### config.mk
export PLATFORM = sky130hd
export DESIGN_NAME = float_ldexp_mixed_format_core
export DESIGN_NICKNAME = d
export VERILOG_FILES = /design/src/rtl/fldx_pkg.sv /design/src/rtl/float_ldexp_mixed_format_core.sv /design/src/rtl/fldx_front.sv /design/src/rtl/fldx_queue.sv /design/src/rtl/fldx_back.sv
export SDC_FILE = /design/constraint.sdc
export NUM_CORES = 2
export LEC_CHECK = 0
export BUFFER_PORTS_ARGS = -buffer_cell sky130_fd_sc_hd__buf_2
export CELL_PAD_IN_SITES_DETAIL_PLACEMENT = 0
export CELL_PAD_IN_SITES_GLOBAL_PLACEMENT = 2
export CORE_ASPECT_RATIO = 2
export CORE_MARGIN = 4
export CORE_UTILIZATION = 37
export DETAILED_ROUTE_END_ITERATION = 16
export MAX_ROUTING_LAYER = met4
export PLACE_DENSITY = 0.93
export SLEW_MARGIN = 15
export SYNTH_ARGS = -nofsm -noshare
export SYNTH_HDL_FRONTEND = slang
export SYNTH_SLANG_ARGS = --single-unit
### constraint.sdc
create_clock -name i_clk -period 20.1 [get_ports i_clk]
set_clock_uncertainty 0.05 [all_clocks]
set_input_delay 2.01 -clock i_clk [delete_from_list [all_inputs] [get_ports i_clk]]
set_output_delay 2.01 -clock i_clk [all_outputs]
set_load 0.02 [all_outputs]
### src/rtl/fldx_pkg.sv
// Shared types, format codes and float helpers for the ldexp core.
// No dependencies; every rtl file refers to it by scoped name.
package fldx_pkg;

    // value format codes
    localparam logic [1:0] VF_F32  = 2'd0;
    localparam logic [1:0] VF_F64  = 2'd1;
    localparam logic [1:0] VF_F16  = 2'd2;
    localparam logic [1:0] VF_BF16 = 2'd3;

    // exponent format codes
    localparam logic [2:0] EF_I32  = 3'd0;
    localparam logic [2:0] EF_I64  = 3'd1;
    localparam logic [2:0] EF_F32  = 3'd2;
    localparam logic [2:0] EF_F16  = 3'd3;
    localparam logic [2:0] EF_BF16 = 3'd4;

    // configuration register indexes
    localparam logic CFG_VALUE_FORMAT    = 1'b0;
    localparam logic CFG_EXPONENT_FORMAT = 1'b1;

    // one classified request: x as binary32 and the integer exponent
    typedef struct packed {
        logic [31:0] xb;
        logic [31:0] n;
    } t_entry;

    // finite binary32 split into a normalised significand and biased exponent
    typedef struct packed {
        logic [23:0]        m;
        logic signed [9:0]  be0;
    } t_unpk;

    function automatic logic [4:0] lzc23(input logic [22:0] f);
        logic [4:0] lz;
        lz = 5'd23;
        for (int i = 0; i < 23; i++) begin
            if (f[i]) begin
                lz = 5'(22 - i);
            end
        end
        return lz;
    endfunction

    // normalise a finite non-zero binary32; subnormals get a biased exponent <= 0
    function automatic t_unpk f32_unpack(input logic [31:0] b);
        t_unpk      u;
        logic [4:0] lz;
        lz = lzc23(b[22:0]);
        if (b[30:23] != 8'd0) begin
            u.m   = {1'b1, b[22:0]};
            u.be0 = $signed({2'b00, b[30:23]});
        end else begin
            u.m   = 24'({1'b0, b[22:0]} << (lz + 5'd1));
            u.be0 = -$signed({5'd0, lz});
        end
        return u;
    endfunction

    // Round a significand (leading one at bit 52) to nearest even and pack
    // exponent and fraction, right aligned, without the sign. Overflow gives
    // infinity; values below the normal range land in the subnormals.
    function automatic logic [62:0] round_pack(
        input logic [52:0]        m,
        input logic signed [34:0] be,
        input logic [5:0]         drop0,
        input logic [10:0]        emax,
        input logic [5:0]         mb
    );
        logic [106:0]       w;
        logic [6:0]         d;
        logic signed [35:0] k;
        logic [62:0]        base;
        logic [52:0]        kept;
        logic               rnd;
        logic [62:0]        res;
        k    = 36'sd1 - be;
        d    = 7'd0;
        base = 63'd0;
        w    = 107'd0;
        kept = 53'd0;
        rnd  = 1'b0;
        if (be >= $signed({24'd0, emax})) begin
            res = {52'd0, emax} << mb;
        end else begin
            if (be >= 35'sd1) begin
                d    = {1'b0, drop0};
                base = 63'(be - 35'sd1);
            end else if (k >= 36'sd64) begin
                d = 7'd127;
            end else begin
                d = {1'b0, drop0} + {1'b0, k[5:0]};
            end
            w    = {m, 54'd0} >> d;
            kept = w[106:54];
            rnd  = w[53] & ((|w[52:0]) | w[54]);
            res  = (base << mb) + {10'd0, kept} + {62'd0, rnd};
        end
        return res;
    endfunction

endpackage

### src/rtl/float_ldexp_mixed_format_core.sv
// Top level of the mixed-format ldexp core: config registers, front end,
// request queue and back end. Uses fldx_pkg, fldx_front, fldx_queue, fldx_back.
//
//   channel  | handshake                 | payload
//   ---------+---------------------------+------------------------------
//   in       | i_in_valid / o_in_stall   | i_value_bits, i_exponent_bits
//   out      | o_out_valid / i_out_stall | o_result_bits
//   cfg      | i_cfg_we                  | i_cfg_index, i_cfg_data
//
// One request per cycle sustained while i_out_stall is low; a taken request is
// registered in the queue, then in the scaling stage, then in the format
// conversion stage, whose register drives the result.
// The two-entry queue absorbs back-end stalls; o_in_stall rises only when
// the queue is full. Synchronous active-low reset empties queue and stages
// and sets both formats to zero.
module float_ldexp_mixed_format_core (
    input  logic        i_clk,
    input  logic        i_rst_n,
    input  logic        i_cfg_we,
    input  logic        i_cfg_index,
    input  logic [2:0]  i_cfg_data,
    input  logic        i_in_valid,
    output logic        o_in_stall,
    input  logic [63:0] i_value_bits,
    input  logic [63:0] i_exponent_bits,
    output logic        o_out_valid,
    input  logic        i_out_stall,
    output logic [63:0] o_result_bits
);

    logic [1:0]       r_value_format;
    logic [2:0]       r_exponent_format;
    fldx_pkg::t_entry d_entry;
    fldx_pkg::t_entry d_head;
    logic             d_full;
    logic             d_push;
    logic             d_q_valid;
    logic             d_pop;

    always_ff @(posedge i_clk) begin
        if (!i_rst_n) begin
            r_value_format    <= fldx_pkg::VF_F32;
            r_exponent_format <= fldx_pkg::EF_I32;
        end else if (i_cfg_we) begin
            unique case (i_cfg_index)
                fldx_pkg::CFG_VALUE_FORMAT:    r_value_format    <= i_cfg_data[1:0];
                fldx_pkg::CFG_EXPONENT_FORMAT: r_exponent_format <= i_cfg_data;
                default: ;
            endcase
        end
    end

    assign o_in_stall = d_full;
    assign d_push     = i_in_valid && !d_full;

    fldx_front u_front (
        .i_value_format    (r_value_format),
        .i_exponent_format (r_exponent_format),
        .i_value_bits      (i_value_bits),
        .i_exponent_bits   (i_exponent_bits),
        .o_entry           (d_entry)
    );

    fldx_queue u_queue (
        .i_clk   (i_clk),
        .i_rst_n (i_rst_n),
        .i_push  (d_push),
        .i_data  (d_entry),
        .o_full  (d_full),
        .o_valid (d_q_valid),
        .o_data  (d_head),
        .i_pop   (d_pop)
    );

    fldx_back u_back (
        .i_clk          (i_clk),
        .i_rst_n        (i_rst_n),
        .i_value_format (r_value_format),
        .i_q_valid      (d_q_valid),
        .i_q_data       (d_head),
        .o_q_pop        (d_pop),
        .o_out_valid    (o_out_valid),
        .o_result_bits  (o_result_bits),
        .i_out_stall    (i_out_stall)
    );

endmodule

### src/rtl/fldx_front.sv
// Front end: classifies a request, brings x to binary32 and the exponent
// operand to a 32-bit integer. Uses fldx_pkg.
module fldx_front (
    input  logic [1:0]     i_value_format,
    input  logic [2:0]     i_exponent_format,
    input  logic [63:0]    i_value_bits,
    input  logic [63:0]    i_exponent_bits,
    output fldx_pkg::t_entry o_entry
);

    // float exponent operand to int: truncate, saturate, NaN gives zero
    function automatic logic [31:0] fp_to_int(
        input logic       s,
        input logic [7:0] ex,
        input logic [7:0] emaxf,
        input logic [8:0] bias,
        input logic [22:0] frac
    );
        logic signed [9:0] e;
        logic [30:0]       mag;
        logic [31:0]       r;
        e   = $signed({2'b00, ex}) - $signed({1'b0, bias});
        mag = 31'd0;
        if (ex == emaxf) begin
            r = (frac != 23'd0) ? 32'd0 : (s ? 32'h8000_0000 : 32'h7fff_ffff);
        end else if (ex == 8'd0 || e < 10'sd0) begin
            r = 32'd0;
        end else if (e >= 10'sd31) begin
            r = s ? 32'h8000_0000 : 32'h7fff_ffff;
        end else begin
            mag = {1'b1, frac, 7'd0} >> (5'd30 - e[4:0]);
            r   = s ? -{1'b0, mag} : {1'b0, mag};
        end
        return r;
    endfunction

    logic [62:0]        d_rp;
    logic signed [34:0] d_be64;
    logic [4:0]         d_lz16;
    logic [31:0]        d_xb;
    logic [31:0]        d_n;
    logic [31:0]        d_b;

    assign d_be64 = $signed({24'd0, i_value_bits[62:52]}) - 35'sd896;
    assign d_rp   = fldx_pkg::round_pack({1'b1, i_value_bits[51:0]}, d_be64,
                                         6'd29, 11'd255, 6'd23);
    assign d_lz16 = fldx_pkg::lzc23({13'd0, i_value_bits[9:0]}) - 5'd13;

    always_comb begin
        d_b = (i_value_format == fldx_pkg::VF_BF16) ? {i_value_bits[15:0], 16'd0}
                                                   : i_value_bits[31:0];
        unique case (i_value_format)
            fldx_pkg::VF_F64: begin
                if (i_value_bits[62:52] == 11'h7ff) begin
                    d_xb = {i_value_bits[63], 8'hff,
                            (i_value_bits[51:29] | 23'h40_0000) & {23{|i_value_bits[51:0]}}};
                end else if (i_value_bits[62:52] == 11'd0) begin
                    // subnormal doubles lie far below the binary32 range
                    d_xb = {i_value_bits[63], 31'd0};
                end else begin
                    d_xb = {i_value_bits[63], d_rp[30:0]};
                end
            end
            fldx_pkg::VF_F16: begin
                if (i_value_bits[14:10] == 5'h1f) begin
                    d_xb = {i_value_bits[15], 8'hff,
                            (i_value_bits[9:0] == 10'd0) ? 23'd0
                                : {i_value_bits[9:0] | 10'h200, 13'd0}};
                end else if (i_value_bits[14:10] == 5'd0) begin
                    if (i_value_bits[9:0] == 10'd0) begin
                        d_xb = {i_value_bits[15], 31'd0};
                    end else begin
                        d_xb = {i_value_bits[15], 8'd112 - {3'd0, d_lz16},
                                10'(i_value_bits[9:0] << (d_lz16 + 5'd1)), 13'd0};
                    end
                end else begin
                    d_xb = {i_value_bits[15], {3'd0, i_value_bits[14:10]} + 8'd112,
                            i_value_bits[9:0], 13'd0};
                end
            end
            default: begin
                // f32 and bf16: exact, quiet any NaN
                if (d_b[30:23] == 8'hff && d_b[22:0] != 23'd0) begin
                    d_xb = {d_b[31:22] | 10'h001, d_b[21:0]};
                end else begin
                    d_xb = d_b;
                end
            end
        endcase
    end

    always_comb begin
        unique case (i_exponent_format)
            fldx_pkg::EF_F32:
                d_n = fp_to_int(i_exponent_bits[31], i_exponent_bits[30:23], 8'hff,
                                9'd127, i_exponent_bits[22:0]);
            fldx_pkg::EF_F16:
                d_n = fp_to_int(i_exponent_bits[15], {3'd0, i_exponent_bits[14:10]},
                                8'd31, 9'd15, {i_exponent_bits[9:0], 13'd0});
            fldx_pkg::EF_BF16:
                d_n = fp_to_int(i_exponent_bits[15], i_exponent_bits[14:7], 8'hff,
                                9'd127, {i_exponent_bits[6:0], 16'd0});
            default:
                d_n = i_exponent_bits[31:0];
        endcase
    end

    assign o_entry.xb = d_xb;
    assign o_entry.n  = d_n;

endmodule

### src/rtl/fldx_queue.sv
// Two-entry request queue between front and back ends.
// Uses fldx_pkg for the entry type.
module fldx_queue (
    input  logic             i_clk,
    input  logic             i_rst_n,
    input  logic             i_push,
    input  fldx_pkg::t_entry i_data,
    output logic             o_full,
    output logic             o_valid,
    output fldx_pkg::t_entry o_data,
    input  logic             i_pop
);

    fldx_pkg::t_entry r_mem [2];
    logic [1:0]       r_count;
    logic [1:0]       n_count;
    logic             r_wr_ptr;
    logic             r_rd_ptr;

    assign o_full  = (r_count == 2'd2);
    assign o_valid = (r_count != 2'd0);
    assign o_data  = r_mem[r_rd_ptr];

    always_comb begin
        n_count = r_count + {1'b0, i_push} - {1'b0, i_pop};
    end

    always_ff @(posedge i_clk) begin
        if (i_push) begin
            r_mem[r_wr_ptr] <= i_data;
        end
    end

    always_ff @(posedge i_clk) begin
        if (!i_rst_n) begin
            r_count  <= 2'd0;
            r_wr_ptr <= 1'b0;
            r_rd_ptr <= 1'b0;
        end else begin
            r_count <= n_count;
            if (i_push) begin
                r_wr_ptr <= ~r_wr_ptr;
            end
            if (i_pop) begin
                r_rd_ptr <= ~r_rd_ptr;
            end
        end
    end

endmodule

### src/rtl/fldx_back.sv
// Back end: scales binary32 x by 2^n, then converts to the value format.
// Two registered stages; uses fldx_pkg.
module fldx_back (
    input  logic             i_clk,
    input  logic             i_rst_n,
    input  logic [1:0]       i_value_format,
    input  logic             i_q_valid,
    input  fldx_pkg::t_entry i_q_data,
    output logic             o_q_pop,
    output logic             o_out_valid,
    output logic [63:0]      o_result_bits,
    input  logic             i_out_stall
);

    logic               r_s1_valid;
    logic [31:0]        r_s1_yb;
    logic               r_out_valid;
    logic [63:0]        r_out;
    logic               d_out_ready;
    logic               d_s1_ready;

    fldx_pkg::t_unpk    d_ux;
    logic signed [34:0] d_be;
    logic [62:0]        d_rp1;
    logic [31:0]        d_yb;

    fldx_pkg::t_unpk    d_uy;
    logic [62:0]        d_rp16;
    logic [62:0]        d_rpb;
    logic [63:0]        d_res;
    logic [10:0]        d_e64;

    assign d_out_ready = !r_out_valid || !i_out_stall;
    assign d_s1_ready  = !r_s1_valid || d_out_ready;
    assign o_q_pop     = i_q_valid && d_s1_ready;

    // stage 1: scale
    assign d_ux  = fldx_pkg::f32_unpack(i_q_data.xb);
    assign d_be  = {{25{d_ux.be0[9]}}, d_ux.be0} + {{3{i_q_data.n[31]}}, i_q_data.n};
    assign d_rp1 = fldx_pkg::round_pack({d_ux.m, 29'd0}, d_be, 6'd29, 11'd255, 6'd23);

    always_comb begin
        // infinity, NaN and zero pass unchanged
        if (i_q_data.xb[30:23] == 8'hff || i_q_data.xb[30:0] == 31'd0) begin
            d_yb = i_q_data.xb;
        end else begin
            d_yb = {i_q_data.xb[31], d_rp1[30:0]};
        end
    end

    // stage 2: narrow or widen to the value format
    assign d_uy   = fldx_pkg::f32_unpack(r_s1_yb);
    assign d_rp16 = fldx_pkg::round_pack({d_uy.m, 29'd0},
                                         {{25{d_uy.be0[9]}}, d_uy.be0} - 35'sd112,
                                         6'd42, 11'd31, 6'd10);
    assign d_rpb  = fldx_pkg::round_pack({d_uy.m, 29'd0}, {{25{d_uy.be0[9]}}, d_uy.be0},
                                         6'd45, 11'd255, 6'd7);
    assign d_e64  = 11'($signed(d_uy.be0) + 10'sd0) + 11'd896;

    always_comb begin
        unique case (i_value_format)
            fldx_pkg::VF_F64: begin
                if (r_s1_yb[30:23] == 8'hff) begin
                    d_res = {r_s1_yb[31], 11'h7ff, r_s1_yb[22:0], 29'd0};
                end else if (r_s1_yb[30:0] == 31'd0) begin
                    d_res = {r_s1_yb[31], 63'd0};
                end else begin
                    d_res = {r_s1_yb[31], d_e64, d_uy.m[22:0], 29'd0};
                end
            end
            fldx_pkg::VF_F16: begin
                if (r_s1_yb[30:23] == 8'hff) begin
                    d_res = {48'd0, r_s1_yb[31], 5'h1f,
                             (r_s1_yb[22:0] == 23'd0) ? 10'd0
                                 : (r_s1_yb[22:13] | 10'h200)};
                end else if (r_s1_yb[30:0] == 31'd0) begin
                    d_res = {48'd0, r_s1_yb[31], 15'd0};
                end else begin
                    d_res = {48'd0, r_s1_yb[31], d_rp16[14:0]};
                end
            end
            fldx_pkg::VF_BF16: begin
                if (r_s1_yb[30:23] == 8'hff) begin
                    d_res = {48'd0, r_s1_yb[31], 8'hff,
                             (r_s1_yb[22:0] == 23'd0) ? 7'd0 : (r_s1_yb[22:16] | 7'h40)};
                end else if (r_s1_yb[30:0] == 31'd0) begin
                    d_res = {48'd0, r_s1_yb[31], 15'd0};
                end else begin
                    d_res = {48'd0, r_s1_yb[31], d_rpb[14:0]};
                end
            end
            default: begin
                d_res = {32'd0, r_s1_yb};
            end
        endcase
    end

    always_ff @(posedge i_clk) begin
        if (o_q_pop) begin
            r_s1_yb <= d_yb;
        end
        if (r_s1_valid && d_out_ready) begin
            r_out <= d_res;
        end
    end

    always_ff @(posedge i_clk) begin
        if (!i_rst_n) begin
            r_s1_valid  <= 1'b0;
            r_out_valid <= 1'b0;
        end else begin
            if (d_s1_ready) begin
                r_s1_valid <= i_q_valid;
            end
            if (d_out_ready) begin
                r_out_valid <= r_s1_valid;
            end
        end
    end

    assign o_out_valid   = r_out_valid;
    assign o_result_bits = r_out;

endmodule

======== After elaboration in Yosys (flattened, before gate mapping) ========
Memories as Yosys holds them, arrays and structs flattened. A register that Yosys moved wholly into a read port is not among the register bits.
Cells that the tools add are included.
operators by class
  $add $sub $neg .......................... 43
  multipliers ............................. 0
  div/mod/pow operators ................... 0
  order comparisons ....................... 18
  equal/unequal tests ..................... 15
  shifts and indexed selects .............. 10
  mux-type cells .......................... 123
  bitwise logic cells ..................... 12
  reductions and logical operators ........ 37
operators with widths
  cell                   count
  $mux W32               18
  $mux W31               8
  $mux W5                43
  $shr A107 B7 Y69       2
  $shr A107 B7 Y85       2
  $reduce_or A53 Y1      4
  $pmux W64 S3           1
  $ge A36 B8 Y1 const B  4
  $mux W63               2
  $neg A31 Y32           3
  $pmux W32 S3           1
  $shr A31 B5 Y31        3
  $mux W7                13
  $mux W15               6
  $mux W34               2
  $pmux W32 S2           1
  $add A31 B1 Y31        2
  $add A31 B31 Y31       2
  $logic_not A31 Y1      2
  $reduce_or A52 Y1      1
  $mux W8                6
  $shl A23 B5 Y24        2
  $mux W23               2
  $reduce_bool A23 Y1    2
  63 further kinds       126
word-level totals
  flip-flop bits (word level) ............. 107
  latch bits .............................. 0
  RAM bits ................................ 128
  memory bits (read-only) ................. 0
  bits of input ports ..................... 137
  output and inout port bits .............. 66
  logic and storage cells ................. 268
  memories kept ........................... 1
memory list
  name           words  bits a word  read ports  clocked after memory_dff  write ports  line              text
  u_queue.r_mem  2      64           1           1                         1            fldx_queue.sv:14  fldx_pkg::t_entry r_mem [2];

======== Logic depth before layout (Yosys ltp) ========
  depth in word-level cells ............... 41
  mapped depth ............................ 48
  gate-level depth less buffers ........... 40

======== Hierarchy ========
Synthesis repeated with hierarchy kept, for this count alone.
second synthesis, totals
  cells, all modules ...................... 6,050
  area, all modules ....................... 43,671.9 µm²
modules (own cells, without submodules)
  module                         times used  cells an instance  area each (µm²)
  fldx_back                      1           3,014              21,309.2
  fldx_front                     1           2,794              17,010.1
  fldx_queue                     1           220                5,148.7
  float_ldexp_mixed_format_core  1           22                 203.9

======== Worst setup path before layout ========
OpenSTA, ideal clock, no wires.
  path kind ............................... reg-to-reg
  from .................................... register (tool-made name)
  to ...................................... register u_back.r_s1_yb[29] (data pin)
  arrival time ............................ 10.333 ns
  data required time ...................... 19.774 ns
  setup slack ............................. 9.441 ns
  cell stages (with the launch flop) ...... 48
  period minus slack after synthesis ...... 10.659 ns
  cells stage by stage .................... dfxtp_1 -> clkbuf_1 -> clkbuf_1 -> mux2i_1 -> o21ai_0 -> a22o_1 -> o31ai_1 -> nand3_1 -> buf_2 -> clkbuf_1 -> ha_1 -> clkbuf_1 -> inv_1 -> clkbuf_1 -> a21boi_0 -> inv_1 -> fa_1 -> xnor2_1 -> (+12 left out) -> nand2_1 -> clkbuf_1 -> o21ai_0 -> o22ai_1 -> mux2_2 -> nand2_1 -> o21ai_0 -> and2_1 -> ha_1 -> a21o_1 -> nand2_1 -> nand2b_1 -> a21oi_1 -> nor2b_1 -> o21ai_0 -> o311ai_4 -> xnor2_1 -> a21oi_1
RTL lines
  what                    line              text
  end signal: assignment  fldx_back.sv:100  r_s1_yb <= d_yb;
  end: declaration        fldx_back.sv:16   logic [31:0] r_s1_yb;

==> impl_summary.log <==
INFO  metric synth_seq_area_share = 17.0%
INFO  metric grt_pass1_vias = 46,100
INFO  metric tritoncts = yes
INFO  metric worst_setup_hold_path_clk_slew = 0.08 ns
INFO  metric critical_path.max_fanout = 49
INFO  metric rsz0062_at_grt = false
INFO  metric synth-seq-cells = 236
INFO  metric routed-via-count = 46,800
INFO  metric grt_max_degree = 66
INFO  metric place.detailed.hpwl = 171,000 um
INFO  metric max_freq = 74.7 MHz
INFO  metric drc = 0
INFO  metric max_cap_violation_count = 0
INFO  metric maxSlewViolCount = 0
INFO  metric netlist_area = 0.0410 mm^2
INFO  metric syn_avg_cell_area = 7.37 um^2
INFO  metric nets_in_the_synthesized_netlist = 5,818
INFO  metric cp_slowest_stage_delay = 1.02 ns
INFO  metric final_cell_count_no_fill = 7,033
INFO  metric timing.critical_path.to_type = flip-flop
INFO  metric min_period_over_period = 66.6%
INFO  metric grt_usage = 36.0%
INFO  metric report.final.hold_viol_count = 0
INFO  metric post_synth_inst_count = 5,561
INFO  metric route.detailed.wl_per_inst = 30.4 um
INFO  metric placeableCoreArea = 0.110 mm^2
INFO  metric placement_rows = 172
INFO  metric startpoint_types = flip-flop
INFO  metric postRouteAntennaNets = 0
INFO  metric final_common_cell = sky130_fd_sc_hd__nand2_1
INFO  metric grt_pass1_wl = 307,000 um
INFO  metric required = 20.39 ns
INFO  metric filler_cell_count = 11,600
INFO  metric dp.cells = 6,976
INFO  metric finalWeightedCongestion = 1.09
INFO  metric overflow = 0
INFO  metric final_nets = 5,783
INFO  metric clock_path_buffers = 3
INFO  metric timing.critical_path.arrival = 13.67 ns
INFO  metric timing_worst_setup_path_type = flip-flop to flip-flop
INFO  metric hold_buffers = 0
INFO  metric ys_dominant_reg_cell = sky130_fd_sc_hd__edfxtp_1
INFO  metric most-common-layout-cells = 645 x sky130_fd_sc_hd__nand2_1, 519 x sky130_fd_sc_hd__nor2_1, 449 x sky130_fd_sc_hd__o21ai_0
INFO  metric die-area = 0.117 mm^2
INFO  metric power.ir.vdd_worst = 0.119 mV
INFO  metric clock_sinks = 236
INFO  metric synth-edff-count = 224
INFO  metric fin_setup_tns = 0 ns
INFO  metric drt_first_iter_violations = 3,883
INFO  metric worst_pin_slew = 1.42 ns
INFO  metric antenna_found_initial = 4
INFO  metric numCtsBuffers = 26
INFO  metric slew_headroom = 4.42%
INFO  metric layout-drive-gt1-share = 13.1%
INFO  metric setup_viol = 0
INFO  metric pwr_cell_area = 199 mW/mm^2
INFO  metric clock_latency = 0.63 ns
INFO  metric drt_pass1_iterations = 6
INFO  metric floorplan.initialDensity = 37.3%
INFO  metric post-cts-setup-buffer-count = 0
INFO  metric cellLeakagePower = 16.7 nW
INFO  metric die_x = 243 um
INFO  metric min_period = 13.38 ns
INFO  metric area_growth_syn_to_layout = 8.54%
INFO  metric postCtsResizedCells = 0
INFO  metric post_synth_num_cell_types = 122
INFO  metric regArea = 0.00697 mm^2
INFO  metric worstHoldPathType = flip-flop to flip-flop
INFO  metric ys_async_sr_fraction = 0%
INFO  metric die_y = 479 um
INFO  metric multi_input_comb_area = 0.0323 mm^2
INFO  metric synth.yosys.warnings = 0
INFO  metric post_drt_via_cell_ratio = 6.65
INFO  metric cts-htree-levels = 1
INFO  metric num_io_pins = 203
INFO  metric run_status = finished clean
INFO  metric cts.root.buffer_cell = sky130_fd_sc_hd__clkbuf_16
INFO  metric cpMaxStageDelayCell = sky130_fd_sc_hd__mux2i_1
INFO  metric place.port_buffers = 170
INFO  metric routed_wirelength = 214,000 um
## cell usage after synthesis (77+ instances only)
master | n | area share (%)
sky130_fd_sc_hd__a21oi_1 | 414 | 5.1
sky130_fd_sc_hd__a22oi_1 | 79 | 1.4
sky130_fd_sc_hd__a31oi_1 | 99 | 1.5
sky130_fd_sc_hd__and2_1 | 78 | 1.2
sky130_fd_sc_hd__clkbuf_1 | 318 | 2.9
sky130_fd_sc_hd__edfxtp_1 | 224 | 16
sky130_fd_sc_hd__ha_1 | 119 | 3.6
sky130_fd_sc_hd__inv_1 | 98 | 0.90
sky130_fd_sc_hd__mux2_2 | 104 | 2.9
sky130_fd_sc_hd__mux2i_1 | 319 | 7.8
sky130_fd_sc_hd__mux4_2 | 79 | 4.3
sky130_fd_sc_hd__nand2_1 | 645 | 5.9
sky130_fd_sc_hd__nand3_1 | 184 | 2.2
sky130_fd_sc_hd__nor2_1 | 524 | 4.8
sky130_fd_sc_hd__nor3_1 | 170 | 2.1
sky130_fd_sc_hd__o211ai_1 | 77 | 1.4
sky130_fd_sc_hd__o21ai_0 | 457 | 5.6
sky130_fd_sc_hd__o22ai_1 | 84 | 1.3
sky130_fd_sc_hd__xnor2_1 | 146 | 3.1
sky130_fd_sc_hd__xor2_1 | 94 | 2.0
## kinds of logic (layout without fill, tap and decap cells)
| kind of cell | after synthesis | in the layout | synth area share [%] |
|---|---|---|---|
| flops | 236 | 236 | 17.0 |
| compound gates | 1842 | 1842 | 29.5 |
| fa+ha+maj | 120 | 120 | 3.68 |
| xor+xnor | 240 | 240 | 5.13 |
| other cells | 0 | 8 | 0 |
| simple gates | 2112 | 2112 | 24.9 |
| mux | 502 | 502 | 15.0 |
| buf+inv | 509 | 494 | 4.90 |
## state kept, by name, indices dropped and copies added (netlist names), named ones only
| name | flops |
|---|---|
| r_exponent_format | 3 |
| u_back.r_s1_valid | 1 |
| u_back.o_out_valid | 1 |
| u_queue.r_count | 2 |
| u_back.r_s1_yb | 32 |
| u_back.o_result_bits | 64 |
| u_queue.r_rd_ptr | 1 |
| r_value_format | 2 |
| u_queue.r_wr_ptr | 1 |
| u_queue.r_mem | 128 |
## worst paths after layout
path	start	endpoint	slack (ns)	cells past startpoint
setup / recovery	flip-flop	u_back.r_s1_yb[22]	6.72	36
hold / removal	r_exponent_format[1]	r_exponent_format[1]	0.44	2
setup reg to reg	flip-flop	u_back.r_s1_yb[22]	6.72	36
hold reg to reg	r_exponent_format[1]	r_exponent_format[1]	0.44	2
## through the flow
stage | area, um^2 | hold slack (ns) | setup slack, ns | util [%] | power, mW
finish | 44500 | 0.438 | 6.72 | 40.5 | 8.85
global route | 44500 | 0.468 | 5.73 | 40.5 | 9.24
CTS | 44400 | 0.437 | 7.17 | 40.4 | 8.54
detailed placement | 43600 | 0.426 | 7.19 | 39.6 | 8.00
global placement | 43600 | 0.425 | 7.25 | 39.6 | 8.02
floorplan | 41000 | 0.402 | 9.44 | - | 5.40
## layer usage
layer	GRT usage [%]	wire, um
met1	29.1	61700
met2	65.1	109000
met3	6.28	12900
met4	38.7	30100
met5	-	0
## power breakdown
part	internal [mW]	switching, mW	leakage (nW)
Clock	0.268	0.238	0.417
Sequential	0.715	0.160	2.21
Combinational	2.33	5.14	14.1
## critical path: cells and delay by family (launching register included)
family,cells,cell delay (ns)
buffers and inverters,3,0.77
AND/OR/NAND/NOR,10,3.41
adder cells (fa/ha/maj),3,1.06
multiplexers,2,1.80
flip-flops,1,0.70
XOR/XNOR,1,0.21
AO/OA/AOI/OAI,17,5.02
## final cells by class
type	count	area share, %
timing repair buffer	343	4.83
multi-input combinational	4816	72.5
tap	1479	4.16
antenna	8	0.0450
inverter	103	0.869
sequential	236	15.7
clock buffer	29	1.49
clock inverter	19	0.422
(Power assumes the default switching activity.)
